File: src/rtl/hsvc_pkg.sv
package hsvc_pkg;

  // Field widths
  localparam int unsigned HUE_W = 16;
  localparam int unsigned CHAN_W = 8;
  localparam int unsigned RGB_W = 16;

  // Hue geometry
  localparam int unsigned HUE_MOD = 360;
  localparam int unsigned SECTOR_DEG = 60;
  localparam int unsigned DEG_W = 9;   // reduced hue, 0..359
  localparam int unsigned OFS_W = 6;   // offset in sector / ramp weight, 0..60

  // Channel scale and rounding denominators
  localparam int unsigned CHAN_MAX = 255;
  localparam int unsigned RAMP_DEN = 15300;  // 60 * 255

  // Intermediate widths
  localparam int unsigned WGT_W = 14;   // s*k + 60*(255-s), at most 15300
  localparam int unsigned LNUM_W = 16;  // v*(255-s)
  localparam int unsigned RNUM_W = 22;  // v*(s*k + 60*(255-s))
  localparam int unsigned LDIV_W = 17;  // 2*lnum + 255
  localparam int unsigned RDIV_W = 23;  // 2*rnum + 15300

  // Number of register stages from input to output register
  localparam int unsigned STAGES = 7;

  // Hue sectors, 60 degrees each
  typedef enum logic [2:0] {
    SEC_RED_YEL = 3'd0,
    SEC_YEL_GRN = 3'd1,
    SEC_GRN_CYN = 3'd2,
    SEC_CYN_BLU = 3'd3,
    SEC_BLU_MAG = 3'd4,
    SEC_MAG_RED = 3'd5
  } sector_t;

  // Pack 8-bit channels into RGB565
  function automatic logic [RGB_W-1:0] pack565(input logic [CHAN_W-1:0] r,
                                               input logic [CHAN_W-1:0] g,
                                               input logic [CHAN_W-1:0] b);
    pack565 = {r[7:3], g[7:2], b[7:3]};
  endfunction

endpackage

File: src/rtl/hsvc_const_div.sv
// Floor division by a constant: reciprocal multiply before the register,
// one compare-and-subtract correction after it.
module hsvc_const_div #(
  parameter int unsigned NUM_W = 16,
  parameter int unsigned DEN = 360,
  parameter int unsigned Q_W = 8,
  parameter int unsigned R_W = 9
) (
  input  logic             clk,
  input  logic             en,
  input  logic [NUM_W-1:0] num,
  output logic [Q_W-1:0]   quot,
  output logic [R_W-1:0]   rem
);

  localparam int unsigned SH = NUM_W + 1;
  localparam int unsigned PROD_W = NUM_W + SH;
  localparam logic [SH-1:0] RCP = SH'((64'd1 << SH) / DEN);

  logic [PROD_W-1:0] prod;
  logic [Q_W-1:0]    q_r;
  logic [NUM_W-1:0]  num_r;
  logic [NUM_W-1:0]  base;
  logic [NUM_W-1:0]  diff;
  logic              fix;

  // Estimate quotient, low by at most one
  assign prod = PROD_W'(num) * PROD_W'(RCP);

  always_ff @(posedge clk) begin
    if (en) begin
      q_r <= prod[SH +: Q_W];
      num_r <= num;
    end
  end

  // Correct the estimate
  assign base = NUM_W'(q_r) * NUM_W'(DEN);
  assign diff = num_r - base;
  assign fix = (diff >= NUM_W'(DEN));
  assign quot = q_r + Q_W'(fix);
  assign rem = fix ? R_W'(diff - NUM_W'(DEN)) : R_W'(diff);

endmodule

File: src/rtl/hsv_to_rgb565_convert_top.sv
// HSV to RGB565 converter. Takes one request per clock while in_stall is low
// and returns one RGB565 word per request through seven register stages:
// hue reduction modulo 360 (reciprocal multiply, then correction), sector
// and ramp weight, the weight and zero-channel products, the ramp product,
// and the two round-half-up divisions by 255 and 15300 (reciprocal
// multiply, then correction and packing). Valid bits travel with the data
// and each stage refills as soon as it empties, so bubbles close up while
// the output stalls. Hue values of 360 and above wrap; zero saturation gives
// grey, zero brightness gives black.
module hsv_to_rgb565_convert_top
  import hsvc_pkg::*;
(
  input  logic              clk,
  input  logic              rst_n,
  input  logic              in_valid,
  output logic              in_stall,
  input  logic [HUE_W-1:0]  in_hue,
  input  logic [CHAN_W-1:0] in_saturation,
  input  logic [CHAN_W-1:0] in_brightness,
  output logic              out_valid,
  input  logic              out_stall,
  output logic [RGB_W-1:0]  out_rgb565
);

  logic [STAGES:1]   vld_r;
  logic [STAGES:1]   vld_nxt;
  logic [STAGES+1:1] rdy;

  // Stage 1: hue reciprocal estimate (inside divider), carry s and v
  logic [CHAN_W-1:0] s1_r, v1_r;
  // Stage 2: reduced hue
  logic [DEG_W-1:0]  h2_r, h2_nxt;
  logic [CHAN_W-1:0] s2_r, v2_r;
  // Stage 3: sector and ramp weight
  sector_t           sec3_r, sec3_nxt;
  logic [OFS_W-1:0]  k3_r, k3_nxt;
  logic [CHAN_W-1:0] s3_r, v3_r;
  // Stage 4: products
  sector_t           sec4_r;
  logic [WGT_W-1:0]  t4_r, t4_nxt;
  logic [LNUM_W-1:0] lnum4_r, lnum4_nxt;
  logic [CHAN_W-1:0] v4_r;
  // Stage 5: rounding dividends
  sector_t           sec5_r;
  logic [RDIV_W-1:0] ry5_r, ry5_nxt;
  logic [LDIV_W-1:0] ly5_r, ly5_nxt;
  logic [CHAN_W-1:0] v5_r;
  logic [RNUM_W-1:0] rnum;
  // Stage 6: quotient estimates (inside dividers)
  sector_t           sec6_r;
  logic [CHAN_W-1:0] v6_r;
  // Stage 7: output
  logic [RGB_W-1:0]  rgb7_r, rgb7_nxt;

  logic [DEG_W-1:0]  hue_rem;
  logic [OFS_W-1:0]  f3;
  logic [DEG_W-1:0]  sec_base;
  logic [CHAN_W-1:0] sinv3;
  logic [CHAN_W-1:0] low_ch, ramp_ch, top_ch;
  logic [CHAN_W-1:0] r_ch, g_ch, b_ch;

  // Ready chain: a stage loads when empty or when its successor loads
  always_comb begin
    rdy[STAGES+1] = !out_stall;
    for (int i = STAGES; i >= 1; i--) begin
      rdy[i] = !vld_r[i] || rdy[i+1];
    end
  end

  assign in_stall = !rdy[1];

  // Advance valid bits
  always_comb begin
    vld_nxt = vld_r;
    if (rdy[1]) begin
      vld_nxt[1] = in_valid;
    end
    for (int i = 2; i <= STAGES; i++) begin
      if (rdy[i]) begin
        vld_nxt[i] = vld_r[i-1];
      end
    end
  end

  always_ff @(posedge clk) begin
    if (!rst_n) begin
      vld_r <= '0;
    end else begin
      vld_r <= vld_nxt;
    end
  end

  // Stage 1/2: hue modulo 360
  hsvc_const_div #(
    .NUM_W(HUE_W),
    .DEN  (HUE_MOD),
    .Q_W  (8),
    .R_W  (DEG_W)
  ) u_hue_div (
    .clk (clk),
    .en  (rdy[1]),
    .num (in_hue),
    .quot(),
    .rem (hue_rem)
  );

  assign h2_nxt = hue_rem;

  // Stage 3: find sector, offset and ramp weight
  always_comb begin
    if (h2_r >= DEG_W'(5 * SECTOR_DEG)) begin
      sec3_nxt = SEC_MAG_RED;
    end else if (h2_r >= DEG_W'(4 * SECTOR_DEG)) begin
      sec3_nxt = SEC_BLU_MAG;
    end else if (h2_r >= DEG_W'(3 * SECTOR_DEG)) begin
      sec3_nxt = SEC_CYN_BLU;
    end else if (h2_r >= DEG_W'(2 * SECTOR_DEG)) begin
      sec3_nxt = SEC_GRN_CYN;
    end else if (h2_r >= DEG_W'(SECTOR_DEG)) begin
      sec3_nxt = SEC_YEL_GRN;
    end else begin
      sec3_nxt = SEC_RED_YEL;
    end
    case (sec3_nxt)
      SEC_RED_YEL: sec_base = '0;
      SEC_YEL_GRN: sec_base = DEG_W'(SECTOR_DEG);
      SEC_GRN_CYN: sec_base = DEG_W'(2 * SECTOR_DEG);
      SEC_CYN_BLU: sec_base = DEG_W'(3 * SECTOR_DEG);
      SEC_BLU_MAG: sec_base = DEG_W'(4 * SECTOR_DEG);
      default:     sec_base = DEG_W'(5 * SECTOR_DEG);
    endcase
    f3 = OFS_W'(h2_r - sec_base);
    // Odd sectors ramp down
    k3_nxt = sec3_nxt[0] ? (OFS_W'(SECTOR_DEG) - f3) : f3;
  end

  // Stage 4: ramp weight and zero-channel numerator
  assign sinv3 = CHAN_W'(CHAN_MAX) - s3_r;
  assign t4_nxt = WGT_W'(WGT_W'(s3_r) * WGT_W'(k3_r))
                + WGT_W'(WGT_W'(SECTOR_DEG) * WGT_W'(sinv3));
  assign lnum4_nxt = LNUM_W'(v3_r) * LNUM_W'(sinv3);

  // Stage 5: ramp numerator, then dividends for round half up
  assign rnum = RNUM_W'(v4_r) * RNUM_W'(t4_r);
  assign ry5_nxt = {rnum, 1'b0} + RDIV_W'(RAMP_DEN);
  assign ly5_nxt = {lnum4_r, 1'b0} + LDIV_W'(CHAN_MAX);

  // Stage 6/7: rounded channel divisions
  hsvc_const_div #(
    .NUM_W(RDIV_W),
    .DEN  (2 * RAMP_DEN),
    .Q_W  (CHAN_W),
    .R_W  (RDIV_W)
  ) u_ramp_div (
    .clk (clk),
    .en  (rdy[6]),
    .num (ry5_r),
    .quot(ramp_ch),
    .rem ()
  );

  hsvc_const_div #(
    .NUM_W(LDIV_W),
    .DEN  (2 * CHAN_MAX),
    .Q_W  (CHAN_W),
    .R_W  (LDIV_W)
  ) u_low_div (
    .clk (clk),
    .en  (rdy[6]),
    .num (ly5_r),
    .quot(low_ch),
    .rem ()
  );

  // Stage 7: route channels by sector and pack
  assign top_ch = v6_r;

  always_comb begin
    case (sec6_r)
      SEC_RED_YEL: begin r_ch = top_ch;  g_ch = ramp_ch; b_ch = low_ch;  end
      SEC_YEL_GRN: begin r_ch = ramp_ch; g_ch = top_ch;  b_ch = low_ch;  end
      SEC_GRN_CYN: begin r_ch = low_ch;  g_ch = top_ch;  b_ch = ramp_ch; end
      SEC_CYN_BLU: begin r_ch = low_ch;  g_ch = ramp_ch; b_ch = top_ch;  end
      SEC_BLU_MAG: begin r_ch = ramp_ch; g_ch = low_ch;  b_ch = top_ch;  end
      default:     begin r_ch = top_ch;  g_ch = low_ch;  b_ch = ramp_ch; end
    endcase
    rgb7_nxt = pack565(r_ch, g_ch, b_ch);
  end

  // Payload registers, each loads with its stage
  always_ff @(posedge clk) begin
    if (rdy[1]) begin
      s1_r <= in_saturation;
      v1_r <= in_brightness;
    end
    if (rdy[2]) begin
      h2_r <= h2_nxt;
      s2_r <= s1_r;
      v2_r <= v1_r;
    end
    if (rdy[3]) begin
      sec3_r <= sec3_nxt;
      k3_r <= k3_nxt;
      s3_r <= s2_r;
      v3_r <= v2_r;
    end
    if (rdy[4]) begin
      sec4_r <= sec3_r;
      t4_r <= t4_nxt;
      lnum4_r <= lnum4_nxt;
      v4_r <= v3_r;
    end
    if (rdy[5]) begin
      sec5_r <= sec4_r;
      ry5_r <= ry5_nxt;
      ly5_r <= ly5_nxt;
      v5_r <= v4_r;
    end
    if (rdy[6]) begin
      sec6_r <= sec5_r;
      v6_r <= v5_r;
    end
    if (rdy[7]) begin
      rgb7_r <= rgb7_nxt;
    end
  end

  assign out_valid = vld_r[STAGES];
  assign out_rgb565 = rgb7_r;

endmodule

File: config.mk
export PLATFORM = sky130hd
export DESIGN_NAME = hsv_to_rgb565_convert_top
export DESIGN_NICKNAME = d
export VERILOG_FILES = /design/src/rtl/hsvc_pkg.sv /design/src/rtl/hsvc_const_div.sv /design/src/rtl/hsv_to_rgb565_convert_top.sv
export SDC_FILE = /design/constraint.sdc
export NUM_CORES = 1
export LEC_CHECK = 0
export ABC_CLOCK_PERIOD_IN_PS = 9250
export BUFFER_PORTS_ARGS = -buffer_cell sky130_fd_sc_hd__buf_2
export CAP_MARGIN = 40
export CORE_MARGIN = 2
export CORE_UTILIZATION = 65
export CTS_CLUSTER_DIAMETER = 40
export DETAILED_ROUTE_END_ITERATION = 6
export HOLD_SLACK_MARGIN = 0.15
export PLACE_DENSITY_LB_ADDON = 0.3
export SLEW_MARGIN = 5
export SYNTH_ARGS = -nofsm -noshare
export SYNTH_HDL_FRONTEND = slang
export SYNTH_SLANG_ARGS = --single-unit
File: constraint.sdc
create_clock -name clk -period 9.25 [get_ports clk]
set_input_delay 0 -clock clk [delete_from_list [all_inputs] [get_ports clk]]
set_output_delay 0 -clock clk [all_outputs]
set_load 0.005 [all_outputs]
==> results of run 1 <==
## stage by stage
step	utilization	instance area [um2]	hold WS [ps]	setup slack, ps	std cells
final	0.731	30800	227	1930	3376
after global placement	0.683	28800	177	2030	3240
after CTS	0.731	30800	202	1890	3376
after floorplan	-	27900	98.9	2730	2673
after detailed placement	0.685	28900	178	1920	3244
after global routing	0.731	30800	230	1340	3376
## worst max-delay path, delay by kind of cell (launching register included)
family,cells,cell delay [ps]
and+or+nand+nor,2,220
buffers and inverters,4,340
DFF,1,570
adders and majority gates,6,2810
xor gates and xnor gates,2,340
AOI/OAI and AO/OA,12,2760
## flip-flops by register name, indices dropped and copies added (netlist names), 14 cells and up
signal and flops:
ly5_r 16, out_rgb565 16, u_hue_div.num_r 16, u_low_div.num_r 16
lnum4_r 16, u_ramp_div.num_r 20, t4_r 14, ry5_r 22
## metal layers
metal / part of all wire / vias up
met5: 0 / -
met4: 0.025 / 0
met3: 0.044 / 120
met2: 0.51 / 477
met1: 0.42 / 9378
li1: - / 9199
## final timing paths
| path | startpoint | to | slack, ps | cells past startpoint |
|---|---|---|---|---|
| hold / removal | in_hue[2] | u_hue_div.num_r[2]$_DFFE_PN_ | 230 | 2 |
| setup / recovery | u_low_div.q_r[5]$_DFFE_PP_ | out_rgb565[2]$_DFFE_PP_ | 1930 | 26 |
| setup reg to reg | u_low_div.q_r[5]$_DFFE_PP_ | out_rgb565[2]$_DFFE_PP_ | 1930 | 26 |
| hold reg to reg | s1_r[0]$_DFFE_PN_ | s2_r[0]$_DFFE_PP_ | 410 | 0 |
## cell usage after synthesis (all sizes together), types with 62 or more instances
cell	number
inv	545
ha	418
fa	278
edfxtp	255
nand2	176
xnor2	112
a21oi	108
nor2	93
nor2b	74
and2	70
xor2	64
o21ai	62
## layout make-up
class / count / area share
multi-input cells: 1839 / 0.584
flip-flops and latches: 262 / 0.253
inverters: 545 / 0.0664
clock buffers: 47 / 0.0361
repair buffers: 111 / 0.0287
well taps: 539 / 0.0219
clock inverters: 33 / 0.00995
## cell families (layout without fill, tap and decap cells)
logic type	Yosys count	after routing
DFF	262	262
adders and majority gates	697	697
and+or+nand+nor	570	570
muxes	8	8
AOI/OAI and AO/OA	388	388
xor gates and xnor gates	176	176
buffers and inverters	572	736
==> results.ini, run 1 <==
[timing]
skew_ps = 25.0
post-route-period-util = 0.791
tightest_slew_ps = 797
rsz0062_at_grt = false
setup_viol = 0
fin_setup_tns_ps = 0
relSlewSlack = 0.467
max_freq_mhz = 137
slew_violations = 0
min_period_ps = 7320
hold_viol = 0

[layout]
register_area_um2 = 7800
nFillCells = 2867
mostFrequentLayoutCell = inv_1
fin_nets = 3534
syn2layout_area_growth_pct = 10.3
drive_gt1_frac = 0.0575
multi_input_area_um2 = 18000
antenna_cells = 0
final_cell_mix = inv_1 (544), ha_1 (418), fa_1 (278)

[logic_synthesis]
yosys.area_share.adder = 0.387
yosysTopAreaCellShare = 0.274
synth_area_um2 = 27900
synthCells = 2673
synthMuxAreaShare = 0.00287
yosysSeqAreaShare = 0.279
async_flop_share = 0
ys_ff_latch = 262
syn_area_per_cell_um2 = 10.4
yosys.area_share.simple = 0.103
synth_edf_count = 255
synth.area.top_cells = edfxtp_1 (27%), fa_1 (20%), ha_1 (19%)
synth-main-ff-cell = edfxtp_1
synth_compound_area_frac = 0.0958
synth_nets = 3405
synth_top_family_by_area = adder cells
yosysTopAreaCell = edfxtp_1
ys_warn_count = 0
synth_xor_area_frac = 0.0552
yosys.cell_types.count = 82

[global_routing]
top_usage_layer = met2
grt_pass1_vias = 20700
track_usage = 0.275
grtUsageMet2 = 0.497
globalRouteMet3Util = 0.0324
grt_first_pass_wirelength_um = 98800
grt_max_degree = 62
antenna_found_initial = 0
overflow = 0
grt_util_met1 = 0.348

[clock_network]
cts_htree_levels = 2
clockRootBuffer = clkbuf_16
clkTransAtPathRegs_ps = 60
hold_buffers = 52
cts_buffers = 43
clock_latency_ps = 570
cts_sinks = 262
post_cts_buffers = 0
cts_resized = 0
cts_buffer_depth = 3
cts_tree = done

[routing]
ant_nets = 0
wl_um = 58000
vias = 19200
vias_per_cell = 5.68
drtIter0Drc = 1164
dr.pass1.iters = 5
drc = 0
wl_per_cell_um = 17.2

[worst_setup_path]
cp-end-kind = flip-flop
cp_slowest_cell = edfxtp_1
crit_required_ps = 9550
critPathMaxStageDelay_ps = 570
arrival_ps = 7620
cp_max_fo = 7
crit_path_start_kind = flip-flop
worst-setup-path-type = reg -> reg

[flow_run]
maxCapViolations = 0

[die]
io_pins = 54
fp.dieArea_um2 = 44600
core-area_um2 = 42100
initial_core_util = 0.663
die_w_um = 211
die_h_um = 211
rows = 75

[placement]
finalWeightedCongestion = 0.911
io_buffers = 53
dp_hpwl_um = 44700

[outcome]
status = complete, no violations

[hold_path]
hold_path.class = in -> reg

Power of run 1 is not shown: default switching activity piles up to over one toggle a cycle in this logic, so the estimate is an artifact.
==> inputs of run 2 (changes only) <==
- ABC_AREA: not set -> 1
- ABC_CLOCK_PERIOD_IN_PS: 9250 -> 6500
- CORE_UTILIZATION: 65 -> 59
- clock period: 9.25 -> 6.5 ns (I/O delays scaled with it)
==> run 2 against run 1 <==
  * The run now ends with DRC left
  * Register-to-register slack lost 1600 ps
  * Highest routed layer is now met5
  * Critical path depth increased by 10
  * Largest cell class unchanged
  * Clock-buffer cell count shrank 2
  * Worst setup slack worse by 1600 ps
  * Design area increased by 4.9%
  * Final cell count increased by 21%
  * Fmax increased by 19%
==> results.ini, run 2 <==
[outcome]
status = finished, violations left
violations = DRC

[worst_setup_path]
rr_endpoint = out_rgb565[5]$_DFFE_PP_
cp_max_fo = 4  ; -3
crit_required_ps = 6810  ; -2740 ps
worstRegToRegCells = 36  ; +38%
worst-setup-path-type = reg -> reg
regToRegSetupSlack_ps = 330  ; -1600 ps
cp_slowest_cell = fa_2
r2r_start = u_low_div.q_r[2]$_DFFE_PP_
crit_top_cell = nand2_1
critPathMaxStageDelay_ps = 610  ; +40 ps
arrival_ps = 6490  ; -1130 ps
crit_path_start_kind = flip-flop
cp-end-kind = flip-flop

[timing]
post-route-period-util = 0.950  ; +0.158
hold_viol = 0  ; unchanged
setup_viol = 0  ; unchanged
fin_hold_ws_ps = 172  ; -55.5 ps
tightest_slew_ps = 822  ; +25.1 ps
skew_ps = 26.2  ; +1.24 ps
max_freq_mhz = 162  ; +19%
relSlewSlack = 0.450  ; -0.0168
slew_violations = 0  ; unchanged
min_period_ps = 6170  ; -1150 ps

[global_routing]
overflow = 0  ; unchanged
grt_first_pass_wirelength_um = 106000  ; +7.6%
grt_pass1_vias = 22700  ; +9.8%
antenna_found_initial = 1  ; +1
grt_max_degree = 63  ; +1.6%
track_usage = 0.260  ; -0.0152

[layout]
largest_reg_flops = 22  ; unchanged
mostFrequentLayoutCell = inv_1
drive_gt1_frac = 0.0706  ; +0.0132
final_cell_mix = inv_1 (762), nand2_1 (597), ha_1 (410)
antenna_cells = 0  ; unchanged
largest-register = ry5_r
final_cells = 4077  ; +21%
syn2layout_area_growth_pct = 11.4
top_regs = ry5_r x22, u_ramp_div.num_r x20
finalCoreUtilization = 0.663  ; -0.0680
fin_nets = 4113  ; +16%

[logic_synthesis]
synth_area_um2 = 29000  ; +3.9%
async_flop_share = 0  ; unchanged
yosysSeqAreaShare = 0.269  ; -0.0104
yosys.area_share.simple = 0.149  ; +0.0458
synth.most_common_cell = inv_1
synthMuxAreaShare = 0  ; -0.00287
synth-main-ff-cell = edfxtp_1
ys_ff_latch = 262  ; unchanged
synth_compound_area_frac = 0.0570  ; -0.0387
yosysTopAreaCellShare = 0.264  ; -0.0102
syn_area_per_cell_um2 = 8.97  ; -14%
yosys.cell_types.count = 55  ; -33%
synth_common_cells = inv_1 (769), nand2_1 (600), ha_1 (418)
synth_nets = 3965  ; +16%
synth_edf_count = 255  ; unchanged
synthCells = 3233  ; +21%
ys_warn_count = 0  ; unchanged
synth_top_family_by_area = adder cells
yosys.area_share.adder = 0.372  ; -0.0148
yosysTopAreaCell = edfxtp_1
synth_xor_area_frac = 0.0477  ; -0.00754
synth.area.top_cells = edfxtp_1 (26%), fa_1 (19%), ha_1 (18%)

[routing]
drc = 3  ; +3
wl_per_cell_um = 15.6  ; -9.2%
wl_um = 63600  ; +9.7%
dr.pass1.iters = 7  ; +2
drtIter0Drc = 1292  ; +11%
ant_nets = 0  ; unchanged
vias = 21700  ; +13%
vias_per_cell = 5.31  ; -6.4%

[flow_run]
maxCapViolations = 0  ; unchanged

[clock_network]
cts_htree_levels = 2  ; unchanged
clockRootBuffer = clkbuf_16
cts_buffers = 40  ; -7.0%
clock_latency_ps = 570  ; about the same
cts_buffer_depth = 3  ; unchanged
cts_sinks = 262  ; unchanged
cts_tree = done
clkTransAtPathRegs_ps = 60  ; about the same

[die]
io_pins = 54  ; unchanged
initial_core_util = 0.595  ; -0.0677
die_w_um = 226  ; +6.8%
rows = 81  ; +8.0%
core-area_um2 = 48700  ; +16%
fp.dieArea_um2 = 50900  ; +14%
die_h_um = 226  ; +6.8%

[hold_path]
hold_path.class = in -> reg
hp-start = in_brightness[7]
hold_path_end = v1_r[7]$_DFFE_PN_
hold_path_depth = 2  ; unchanged

[placement]
finalWeightedCongestion = 0.923  ; +1.3%
dp_hpwl_um = 50500  ; +13%
dp.cells = 3932  ; +21%
io_buffers = 53  ; unchanged

run 2: cell families after synthesis:
family / count (synthesis)
compound gates: 290
buf+inv: 813
flops: 262
fa+ha+maj: 696
simple gates: 1018
xor+xnor: 154
run 2: cell type report:
class | instances | area [um2]
fill | 3792 | 16400
multi-input combinational | 2158 | 18300
tap | 664 | 831
clock inverter | 29 | 307
timing repair buffer | 144 | 1100
sequential | 262 | 7800
inverter | 775 | 2920
clock buffer | 45 | 1050
run 2: through the flow:
stage | setup TNS (ps) | setup slack (ps) | cell area (um2)
3_5_place_dp | 0 | 103 | 30100
3_3_place_gp | 0 | 149 | 30100
6_report | 0 | 328 | 32300
2_1_floorplan | 0 | 251 | 29000
4_1_cts | 0 | 90.5 | 32000
5_1_grt | -232 | -55.6 | 32300
run 2: metal layers:
metal,track usage,wire (um),share of wire
met1,0.324,26300,0.41
met2,0.457,31700,0.50
met3,0.0384,3620,0.057
met4,0.0981,1930,0.030
met5,0,11,0.00017
run 2: what timing repair did:
action / in CTS / in global routing
endpoints found under the hold margin: 40 / 0
buffers inserted: 0 / 23
hold buffers: 48 / 0
setup endpoints to repair: 0 / 16
gates resized for setup: 0 / 40
run 2: worst max-delay path, delay by kind of cell (launching register included):
| family | cells | cell delay (ps) |
|---|---|---|
| fa+ha+maj | 6 | 2730 |
| simple gates | 16 | 1490 |
| buf+inv | 8 | 550 |
| compound gates | 5 | 520 |
| flops | 1 | 480 |
| xor+xnor | 1 | 140 |
run 2: worst max path at each step:
stage / start / end / slack [ps] / cells past startpoint
after floorplan: vld_r[7]$_SDFFE_PN0P_ / s1_r[0]$_DFFE_PN_ / 250 / 13
after global placement: u_low_div.q_r[2]$_DFFE_PP_ / out_rgb565[9]$_DFFE_PP_ / 150 / 37
after detailed placement: u_low_div.q_r[2]$_DFFE_PP_ / out_rgb565[9]$_DFFE_PP_ / 100 / 35
after CTS: u_low_div.q_r[2]$_DFFE_PP_ / out_rgb565[1]$_DFFE_PP_ / 90 / 35
after global routing: u_low_div.q_r[2]$_DFFE_PP_ / out_rgb565[15]$_DFFE_PP_ / -60 / 34
final: u_low_div.q_r[2]$_DFFE_PP_ / out_rgb565[5]$_DFFE_PP_ / 330 / 36
Power of run 2 is left out for the same reason.
